==> src/hw/rtl/hic_pkg.sv <==
// ----------------------------------------------------------------------------
// IPv4 header checker package
// Shared types and constants for the IPv4 header checker blocks.
// ----------------------------------------------------------------------------
package hic_pkg;

    localparam int unsigned BYTE_W      = 8;
    localparam int unsigned ADDR_W      = 32;
    localparam int unsigned LEN_W       = 16;
    localparam int unsigned CODE_W      = 3;
    localparam int unsigned IDX_W       = 5;
    localparam int unsigned SUM_W       = 20;
    localparam int unsigned CFG_IDX_W   = 1;
    localparam int unsigned CFG_DATA_W  = 32;
    localparam int unsigned OUT_DATA_W  = 56;

    localparam logic [IDX_W-1:0]  HDR_BYTES    = 5'd20;
    localparam logic [BYTE_W-1:0] VHL_EXPECTED = 8'h45;
    localparam logic [LEN_W-1:0]  SUM_GOOD     = 16'hFFFF;
    localparam logic [BYTE_W-1:0] PROTO_ICMP   = 8'd1;
    localparam logic [BYTE_W-1:0] PROTO_TCP    = 8'd6;

    // Header byte positions.
    localparam logic [IDX_W-1:0] POS_VHL      = 5'd0;
    localparam logic [IDX_W-1:0] POS_LEN_HI   = 5'd2;
    localparam logic [IDX_W-1:0] POS_LEN_LO   = 5'd3;
    localparam logic [IDX_W-1:0] POS_PROTO    = 5'd9;
    localparam logic [IDX_W-1:0] POS_SRC_0    = 5'd12;
    localparam logic [IDX_W-1:0] POS_SRC_1    = 5'd13;
    localparam logic [IDX_W-1:0] POS_SRC_2    = 5'd14;
    localparam logic [IDX_W-1:0] POS_SRC_3    = 5'd15;
    localparam logic [IDX_W-1:0] POS_DST_0    = 5'd16;
    localparam logic [IDX_W-1:0] POS_DST_1    = 5'd17;
    localparam logic [IDX_W-1:0] POS_DST_2    = 5'd18;
    localparam logic [IDX_W-1:0] POS_DST_3    = 5'd19;

    // Verdict codes.
    localparam logic [CODE_W-1:0] ERR_OK       = 3'd0;
    localparam logic [CODE_W-1:0] ERR_VERSION  = 3'd1;
    localparam logic [CODE_W-1:0] ERR_LENGTH   = 3'd2;
    localparam logic [CODE_W-1:0] ERR_PROTOCOL = 3'd3;
    localparam logic [CODE_W-1:0] ERR_DEST     = 3'd4;
    localparam logic [CODE_W-1:0] ERR_CHECKSUM = 3'd5;

    // Register indexes.
    localparam logic [CFG_IDX_W-1:0] REG_LOCAL_ADDRESS = 1'd0;
    localparam logic [CFG_IDX_W-1:0] REG_MAX_TOTAL_LEN = 1'd1;

    localparam logic [ADDR_W-1:0] LOCAL_ADDRESS_RST = 32'hC0A80302;
    localparam logic [LEN_W-1:0]  MAX_TOTAL_LEN_RST = 16'd255;

    typedef struct packed {
        logic [ADDR_W-1:0] local_address;
        logic [LEN_W-1:0]  max_total_length;
    } t_cfg;

    typedef struct packed {
        logic [CODE_W-1:0] error_code;
        logic [ADDR_W-1:0] source_address;
        logic [BYTE_W-1:0] protocol;
        logic [LEN_W-1:0]  total_length;
    } t_verdict;

endpackage

==> src/hw/rtl/hic_cfg_regs.sv <==
// ----------------------------------------------------------------------------
// IPv4 header checker configuration registers
// Holds the local address and the total length limit, written by index.
// ----------------------------------------------------------------------------
module hic_cfg_regs (
    input  logic                          i_clk,
    input  logic                          i_rst_n,
    input  logic                          i_cfg_we,
    input  logic [hic_pkg::CFG_IDX_W-1:0] i_cfg_index,
    input  logic [hic_pkg::CFG_DATA_W-1:0] i_cfg_data,
    output hic_pkg::t_cfg                 o_cfg
);
    import hic_pkg::*;

    logic [ADDR_W-1:0] r_local_address;
    logic [LEN_W-1:0]  r_max_total_length;

    always_ff @(posedge i_clk) begin
        if (!i_rst_n) begin
            r_local_address    <= LOCAL_ADDRESS_RST;
            r_max_total_length <= MAX_TOTAL_LEN_RST;
        end else if (i_cfg_we) begin
            case (i_cfg_index)
                REG_LOCAL_ADDRESS: r_local_address    <= i_cfg_data[ADDR_W-1:0];
                REG_MAX_TOTAL_LEN: r_max_total_length <= i_cfg_data[LEN_W-1:0];
                default: ;
            endcase
        end
    end

    assign o_cfg.local_address    = r_local_address;
    assign o_cfg.max_total_length = r_max_total_length;

endmodule

==> src/hw/rtl/hic_parser.sv <==
// ----------------------------------------------------------------------------
// IPv4 header checker parser
// Registers each incoming byte, then updates the header state and decides
// whether this byte ends the header with a verdict.
// ----------------------------------------------------------------------------
module hic_parser (
    input  logic                       i_clk,
    input  logic                       i_rst_n,
    input  hic_pkg::t_cfg              i_cfg,
    input  logic                       i_in_valid,
    input  logic [hic_pkg::BYTE_W-1:0] i_in_byte,
    input  logic                       i_in_start,
    output logic                       o_in_ready,
    input  logic                       i_out_free,
    output logic                       o_res_valid,
    output hic_pkg::t_verdict          o_res
);
    import hic_pkg::*;

    logic              r_in_valid;
    logic [BYTE_W-1:0] r_in_byte;
    logic              r_in_start;

    logic              r_active;
    logic [IDX_W-1:0]  r_byte_index;
    logic [SUM_W-1:0]  r_sum;
    logic [LEN_W-1:0]  r_length;
    logic [BYTE_W-1:0] r_protocol;
    logic [ADDR_W-1:0] r_source;

    logic              n_active;
    logic [IDX_W-1:0]  n_byte_index;
    logic [SUM_W-1:0]  n_sum;
    logic [LEN_W-1:0]  n_length;
    logic [BYTE_W-1:0] n_protocol;
    logic [ADDR_W-1:0] n_source;

    logic              advance;
    logic              active;
    logic [IDX_W-1:0]  idx;
    logic [SUM_W-1:0]  sum_base;
    logic [LEN_W-1:0]  len_base;
    logic [BYTE_W-1:0] proto_base;
    logic [ADDR_W-1:0] src_base;
    logic [BYTE_W-1:0] dst_byte;
    logic [SUM_W-1:0]  sum_add;
    logic [LEN_W:0]    fold_a;
    logic [LEN_W-1:0]  fold_b;
    logic              field_err;
    logic [CODE_W-1:0] field_code;
    logic              done;

    assign advance    = r_in_valid && i_out_free;
    assign o_in_ready = !r_in_valid || i_out_free;

    always_ff @(posedge i_clk) begin
        if (!i_rst_n) begin
            r_in_valid <= 1'b0;
        end else if (o_in_ready) begin
            r_in_valid <= i_in_valid;
        end
    end

    always_ff @(posedge i_clk) begin
        if (o_in_ready && i_in_valid) begin
            r_in_byte  <= i_in_byte;
            r_in_start <= i_in_start;
        end
    end

    // A frame start restarts the parse from clean state in the same cycle.
    assign active     = r_in_start || r_active;
    assign idx        = r_in_start ? '0 : r_byte_index;
    assign sum_base   = r_in_start ? '0 : r_sum;
    assign len_base   = r_in_start ? '0 : r_length;
    assign proto_base = r_in_start ? '0 : r_protocol;
    assign src_base   = r_in_start ? '0 : r_source;

    always_comb begin
        case (idx[1:0])
            2'd0:    dst_byte = i_cfg.local_address[31:24];
            2'd1:    dst_byte = i_cfg.local_address[23:16];
            2'd2:    dst_byte = i_cfg.local_address[15:8];
            default: dst_byte = i_cfg.local_address[7:0];
        endcase
    end

    always_comb begin
        n_length   = len_base;
        n_protocol = proto_base;
        n_source   = src_base;
        field_err  = 1'b0;
        field_code = ERR_OK;
        case (idx)
            POS_VHL: begin
                if (r_in_byte != VHL_EXPECTED) begin
                    field_err  = 1'b1;
                    field_code = ERR_VERSION;
                end
            end
            POS_LEN_HI: n_length = {r_in_byte, 8'h00};
            POS_LEN_LO: begin
                n_length = len_base | {8'h00, r_in_byte};
                if (n_length > i_cfg.max_total_length) begin
                    field_err  = 1'b1;
                    field_code = ERR_LENGTH;
                end
            end
            POS_PROTO: begin
                n_protocol = r_in_byte;
                if (r_in_byte != PROTO_ICMP && r_in_byte != PROTO_TCP) begin
                    field_err  = 1'b1;
                    field_code = ERR_PROTOCOL;
                end
            end
            POS_SRC_0, POS_SRC_1, POS_SRC_2, POS_SRC_3: begin
                n_source = {src_base[ADDR_W-BYTE_W-1:0], r_in_byte};
            end
            POS_DST_0, POS_DST_1, POS_DST_2, POS_DST_3: begin
                if (dst_byte != r_in_byte) begin
                    field_err  = 1'b1;
                    field_code = ERR_DEST;
                end
            end
            default: ;
        endcase
    end

    // Even positions carry the high byte of a big-endian word.
    assign sum_add      = idx[0] ? {12'd0, r_in_byte} : {4'd0, r_in_byte, 8'd0};
    assign n_sum        = sum_base + sum_add;
    assign n_byte_index = idx + 5'd1;
    assign done         = (n_byte_index >= HDR_BYTES);

    assign fold_a = {1'b0, n_sum[LEN_W-1:0]} + {13'd0, n_sum[SUM_W-1:LEN_W]};
    assign fold_b = fold_a[LEN_W-1:0] + {15'd0, fold_a[LEN_W]};

    assign o_res_valid           = advance && active && (field_err || done);
    assign o_res.error_code      = field_err ? field_code :
                                   ((fold_b != SUM_GOOD) ? ERR_CHECKSUM : ERR_OK);
    assign o_res.total_length    = n_length;
    assign o_res.protocol        = n_protocol;
    assign o_res.source_address  = n_source;

    assign n_active = active && !(field_err || done);

    always_ff @(posedge i_clk) begin
        if (!i_rst_n) begin
            r_active     <= 1'b0;
            r_byte_index <= '0;
            r_sum        <= '0;
            r_length     <= '0;
            r_protocol   <= '0;
            r_source     <= '0;
        end else if (advance && active) begin
            r_active     <= n_active;
            r_byte_index <= n_byte_index;
            r_sum        <= n_sum;
            r_length     <= n_length;
            r_protocol   <= n_protocol;
            r_source     <= n_source;
        end
    end

    a_verdict_ends_parse: assert property (@(posedge i_clk) disable iff (!i_rst_n)
        o_res_valid |=> !r_active)
        else $error("parse still active after a verdict");

    a_index_in_header: assert property (@(posedge i_clk) disable iff (!i_rst_n)
        r_active |-> (r_byte_index < HDR_BYTES))
        else $error("active parse beyond the header");

    a_ok_protocol: assert property (@(posedge i_clk) disable iff (!i_rst_n)
        (o_res_valid && o_res.error_code == ERR_OK) |->
            (o_res.protocol == PROTO_ICMP || o_res.protocol == PROTO_TCP))
        else $error("accepted header with a bad protocol");

endmodule

==> src/hw/rtl/hic_out_reg.sv <==
// ----------------------------------------------------------------------------
// IPv4 header checker result register
// Holds one verdict until the downstream side takes it.
// ----------------------------------------------------------------------------
module hic_out_reg (
    input  logic              i_clk,
    input  logic              i_rst_n,
    input  logic              i_res_valid,
    input  hic_pkg::t_verdict i_res,
    output logic              o_free,
    output logic              o_tvalid,
    input  logic              i_tready,
    output hic_pkg::t_verdict o_res
);
    import hic_pkg::*;

    logic     r_valid;
    t_verdict r_res;

    assign o_free = !r_valid || i_tready;

    always_ff @(posedge i_clk) begin
        if (!i_rst_n) begin
            r_valid <= 1'b0;
        end else if (o_free) begin
            r_valid <= i_res_valid;
        end
    end

    always_ff @(posedge i_clk) begin
        if (o_free && i_res_valid) begin
            r_res <= i_res;
        end
    end

    assign o_tvalid = r_valid;
    assign o_res    = r_res;

    a_result_lands: assert property (@(posedge i_clk) disable iff (!i_rst_n)
        (o_free && i_res_valid) |=> o_tvalid)
        else $error("verdict lost in the result register");

endmodule

==> src/hw/rtl/ipv4_header_checker_unit.sv <==
// ----------------------------------------------------------------------------
// IPv4 header checker
// Parses a 20-byte IPv4 header one byte per item and reports one verdict.
// ----------------------------------------------------------------------------
// The block takes one packet byte per clock cycle, flagged in tuser when it is
// the first byte of a frame, and gives one verdict per frame: at the first
// bad field (version/IHL, total length, protocol, destination) or after the
// twentieth byte with the checksum result. Each byte passes an input register
// and one stage of field and checksum logic into a result register, and a
// byte is accepted in every cycle while the result register is free or
// being read. Bytes after a verdict are dropped until the next frame start.
module ipv4_header_checker_unit (
    input  logic                            i_clk,
    input  logic                            i_rst_n,
    input  logic                            i_cfg_we,
    input  logic [hic_pkg::CFG_IDX_W-1:0]   i_cfg_index,
    input  logic [hic_pkg::CFG_DATA_W-1:0]  i_cfg_data,
    input  logic                            s_axis_tvalid,
    output logic                            s_axis_tready,
    input  logic [7:0]                      s_axis_tdata,  // [7:0] data_byte
    input  logic [0:0]                      s_axis_tuser,  // [0] frame_start
    output logic                            m_axis_tvalid,
    input  logic                            m_axis_tready,
    // [15:0] total_length, [23:16] protocol, [55:24] source_address
    output logic [hic_pkg::OUT_DATA_W-1:0]  m_axis_tdata,
    output logic [hic_pkg::CODE_W-1:0]      m_axis_tuser   // [2:0] error_code
);
    import hic_pkg::*;

    t_cfg     cfg;
    t_verdict res;
    t_verdict out_res;
    logic     res_valid;
    logic     out_free;

    hic_cfg_regs u_cfg (
        .i_clk       (i_clk),
        .i_rst_n     (i_rst_n),
        .i_cfg_we    (i_cfg_we),
        .i_cfg_index (i_cfg_index),
        .i_cfg_data  (i_cfg_data),
        .o_cfg       (cfg)
    );

    hic_parser u_parser (
        .i_clk       (i_clk),
        .i_rst_n     (i_rst_n),
        .i_cfg       (cfg),
        .i_in_valid  (s_axis_tvalid),
        .i_in_byte   (s_axis_tdata),
        .i_in_start  (s_axis_tuser[0]),
        .o_in_ready  (s_axis_tready),
        .i_out_free  (out_free),
        .o_res_valid (res_valid),
        .o_res       (res)
    );

    hic_out_reg u_out (
        .i_clk       (i_clk),
        .i_rst_n     (i_rst_n),
        .i_res_valid (res_valid),
        .i_res       (res),
        .o_free      (out_free),
        .o_tvalid    (m_axis_tvalid),
        .i_tready    (m_axis_tready),
        .o_res       (out_res)
    );

    assign m_axis_tdata = {out_res.source_address, out_res.protocol, out_res.total_length};
    assign m_axis_tuser = out_res.error_code;

endmodule
==> config.mk <==
export PLATFORM = sky130hd
export DESIGN_NAME = ipv4_header_checker_unit
export DESIGN_NICKNAME = d
export VERILOG_FILES = /design/src/hw/rtl/hic_pkg.sv /design/src/hw/rtl/hic_cfg_regs.sv /design/src/hw/rtl/hic_parser.sv /design/src/hw/rtl/hic_out_reg.sv /design/src/hw/rtl/ipv4_header_checker_unit.sv
export SDC_FILE = /design/constraint.sdc
export NUM_CORES = 1
export LEC_CHECK = 0
export CORE_MARGIN = 4
export CORE_UTILIZATION = 64
export DETAILED_ROUTE_END_ITERATION = 7
export DONT_BUFFER_PORTS = 1
export PLACE_DENSITY = 0.9
export SKIP_LAST_GASP = 1
export SLEW_MARGIN = 20
export SYNTH_ARGS = -nofsm -noshare
export SYNTH_HDL_FRONTEND = slang
export SYNTH_SLANG_ARGS = --single-unit
==> constraint.sdc <==
create_clock -name i_clk -period 6.9 [get_ports i_clk]
set_input_delay 1.38 -clock i_clk [delete_from_list [all_inputs] [get_ports i_clk]]
set_output_delay 1.38 -clock i_clk [all_outputs]
set_load 0.1 [all_outputs]
==> impl_metrics.env <==
export IMPL_wl_um=25200
export IMPL_final_seq_area_mm2=0.00468
export IMPL_worst_pin_slew_ps=1000
export IMPL_maxSlewViolCount=0
export IMPL_dr_pass1_iters=7
export IMPL_crit_fanout=19
export IMPL_h_tree_depth=4
export IMPL_grt_pass1_wl_um=40300
export IMPL_m1WireLength_um=10300
export IMPL_ios=108
export IMPL_worst_ep_required_time_ps=7070
export IMPL_clock_skew_final_ps=19.0
export IMPL_async_reset_ff_frac=0
export IMPL_placed_area_mm2=0.0104
export IMPL_design_area_mm2=0.0110
export IMPL_grt_max_degree=134
export IMPL_syn_avg_cell_area_um2=8.72
export IMPL_hold_depth=2
export IMPL_start_util=0.652
export IMPL_cp_slowest_stage_delay_ps=420
export IMPL_cts_buffer_depth=2
export IMPL_route_vias_total=8482
export IMPL_cts_sinks=200
export IMPL_clkTransAtPathRegs_ps=70
export IMPL_r2r_slack_ps=540
export IMPL_cp_arrival_ps=6530
export IMPL_synthXorXnorAreaFrac=0.0237
export IMPL_timing_hold_worst_endpoint="u_parser.r_sum[2]"
export IMPL_gp_congestion=0.938
export IMPL_cts_root_buf="clkbuf_16"
export IMPL_die_area_mm2=0.0183
export IMPL_power_density_mw_per_mm2=233
export IMPL_setup_viol_count_final=0
export IMPL_synthesis_area_mm2=0.0104
export IMPL_finalHoldViolCount=0
export IMPL_hpwlAfterDp_um=16500
export IMPL_wl_met3_um=2010
export IMPL_multiInputGateArea_mm2=0.00528
export IMPL_ys_ff_latch=200
export IMPL_synth_warnings=0
export IMPL_portBuffers=0
export IMPL_nets=1233
export IMPL_rr_endpoint="u_out.o_res[56]"
export IMPL_synthAdderAreaFrac=0.0558
export IMPL_cts_tree="yes"
export IMPL_die_h_um=135
export IMPL_dp_slack_ps=510
export IMPL_holdCritPathClass="register to register"
export IMPL_area_delta_synth_final_pct=6.51
export IMPL_synth_compound_area_share=0.181
export IMPL_coreArea_mm2=0.0159
export IMPL_end_kind="register"
export IMPL_ys_types=68
export IMPL_max_freq_mhz=157
export IMPL_period_needed_ps=6360
export IMPL_rows=46
export IMPL_critPathMostFrequentCell="ha_1"
export IMPL_rsz0062_at_grt="false"
export IMPL_r2r_cells=28
export IMPL_fin_ws_ps=540
export IMPL_synth_top_family_by_area="simple AND/OR/NAND/NOR gates"
export IMPL_ir_drop_uv=187
export IMPL_synthesis_nets=1280
export IMPL_drc=0
export IMPL_fillers=1219
export IMPL_p_leak_nw=4.12
export IMPL_fp_dieW_um=135
export IMPL_wl_met2_um=12100
export IMPL_slew_headroom=0.329
export IMPL_cp_slowest_cell="edfxtp_1"
export IMPL_topRoutingLayerUsed="met5"
export IMPL_max_cap_viol_count=0
export IMPL_status="completed"
export IMPL_n_antenna_cell=0
export IMPL_netlist_instances=1188
export IMPL_globalRouteTotalUtil=0.275
export IMPL_hold_start="u_parser.r_sum[2]"
export IMPL_antenna_found_initial=2
export IMPL_grt_pass1_vias=7950
export IMPL_drtIter0Drc=838
export IMPL_fin_tns_setup_ps=0
export IMPL_wl_per_cell_um=18.4
export IMPL_synthMuxAreaShare=0.0107
export IMPL_via_per_inst=6.19
export IMPL_reg2reg_from="u_parser.r_in_start"
export IMPL_postCtsSetupBuffers=0
export IMPL_cts_made_buffers=17
export IMPL_insertion_delay_ps=450
export IMPL_grt_overflow_total=0
export IMPL_synth_flop_cell="dfxtp_1"
export IMPL_criticalPathCategory="register to register"
export IMPL_synth_edf_count=68
export IMPL_critPathLaunchType="register"
export IMPL_synth_simple_area_share=0.236
export IMPL_antenna_left=0
export IMPL_period_share=0.922
export IMPL_ys_seq_area_frac=0.452
export IMPL_drive_gt1_frac=0.0659
[stage by stage]
| step | instances | total power, mW | utilization | hold WS (ps) |
|---|---|---|---|---|
| after floorplan | 1188 | 1.54 | - | 439 |
| after global placement | 1338 | 1.58 | 0.657 | 446 |
| after detailed placement | 1338 | 1.58 | 0.657 | 457 |
| after CTS | 1370 | 2.58 | 0.694 | 466 |
| after global routing | 1370 | 2.65 | 0.695 | 484 |
| final | 1370 | 2.57 | 0.695 | 463 |
[sequential cells by signal, indices dropped and copies added, names as in the netlist, 5 cells and up]
signal and cells:
u_cfg.r_max_total_length 16, u_parser.r_protocol 8, u_parser.r_source 32, u_parser.r_byte_index 5
u_cfg.r_local_address 32, u_parser.r_in_byte 8, u_parser.r_length 16, u_parser.r_sum 20
u_out.o_res 59
[synth_stat cells, types with 2 or more instances]
library cell	count	area share
a211oi_1	2	0.0014
a21boi_0	92	0.067
a21boi_1	4	0.0029
a21o_1	9	0.0065
a21oi_1	62	0.030
a222oi_1	8	0.0077
a22o_1	9	0.0076
a22oi_1	3	0.0022
a31oi_1	6	0.0036
and2_1	19	0.011
and3_1	2	0.0012
buf_1	8	0.0029
buf_2	2	0.00097
clkbuf_1	68	0.025
dfxtp_1	132	0.26
edfxtp_1	68	0.20
fa_1	2	0.0039
ha_1	43	0.052
inv_1	31	0.011
mux2_2	9	0.0098
nand2_1	302	0.11
nand2b_1	21	0.013
nand3_1	23	0.011
nand3b_1	10	0.0072
nand4_1	9	0.0054
nor2_1	51	0.018
nor2b_1	50	0.030
nor3_1	8	0.0039
nor3b_1	9	0.0065
nor4_1	4	0.0024
o211a_1	8	0.0077
o211ai_1	13	0.0094
o21a_1	7	0.0051
o21ai_0	27	0.013
o22ai_1	3	0.0018
o31ai_1	2	0.0014
or2_2	6	0.0036
or3_1	2	0.0012
or4_1	4	0.0029
xnor2_1	16	0.014
xor2_1	7	0.0059
[worst max path at each step]
stage               cells past startpoint         endpoint                start
floorplan                              30  u_out.o_res[58]  u_parser.r_in_start
global placement                       28  u_out.o_res[58]  u_parser.r_in_start
detailed placement                     28  u_out.o_res[56]  u_parser.r_in_start
CTS                                    28  u_out.o_res[56]  u_parser.r_in_start
global route                           29  u_out.o_res[58]  u_parser.r_in_start
finish                                 28  u_out.o_res[56]  u_parser.r_in_start
[logic make-up (layout without fill, tap and decap cells)]
kind of cell / count (synthesis) / after routing
simple gates: 528 / 528
compound gates: 270 / 270
flops: 200 / 200
buf+inv: 110 / 76
fa+ha+maj: 45 / 45
xor+xnor: 25 / 25
mux: 10 / 10
[routing by layer]
metal / global-route usage / vias to the layer above
li1: - / 3983
met1: 0.354 / 4014
met2: 0.452 / 408
met3: 0.0672 / 73
met4: 0.101 / 4
met5: 0 / -
[worst max-delay path: cells and delay by family, from the launching register on]
kind                       cells  cell delay (ps)
buffers and inverters          2              280
DFF                            1              420
xor gates and xnor gates       2              300
AOI/OAI and AO/OA              9             2060
adders and majority gates      6             1670
and+or+nand+nor                9             1340
[what timing repair did]
| item | 4_1_cts | 5_1_grt |
|---|---|---|
| gates resized for setup | 0 | 1 |
| endpoints found under the setup margin | 0 | 2 |
| hold buffers | 0 | 0 |
[area by class of cell]
cell class                      instances  share of cell area
Multi-Input combinational cell        878               0.478
Sequential cell                       200               0.425
Clock buffer                           18              0.0389
Tap cell                              216              0.0245
Clock inverter                         14              0.0149
Inverter                               32              0.0109
Timing Repair Buffer                   12             0.00816
[where the power goes]
group	switching, mW	internal [mW]	total, mW
Combinational	0.121	0.0714	0.192
Clock	0.467	0.544	1.01
Sequential	0.115	1.26	1.37
[cells in the final DEF (no fill, tap or decap), drive strengths merged, types with 23 or more instances in the layout]
| cell type | n |
|---|---|
| a21boi | 96 |
| a21oi | 62 |
| dfxtp | 132 |
| edfxtp | 68 |
| ha | 43 |
| inv | 37 |
| nand2 | 302 |
| nand3 | 23 |
| nor2 | 52 |
| nor2b | 50 |
| o21ai | 29 |
Note: power is estimated with default switching activity, not from simulation.
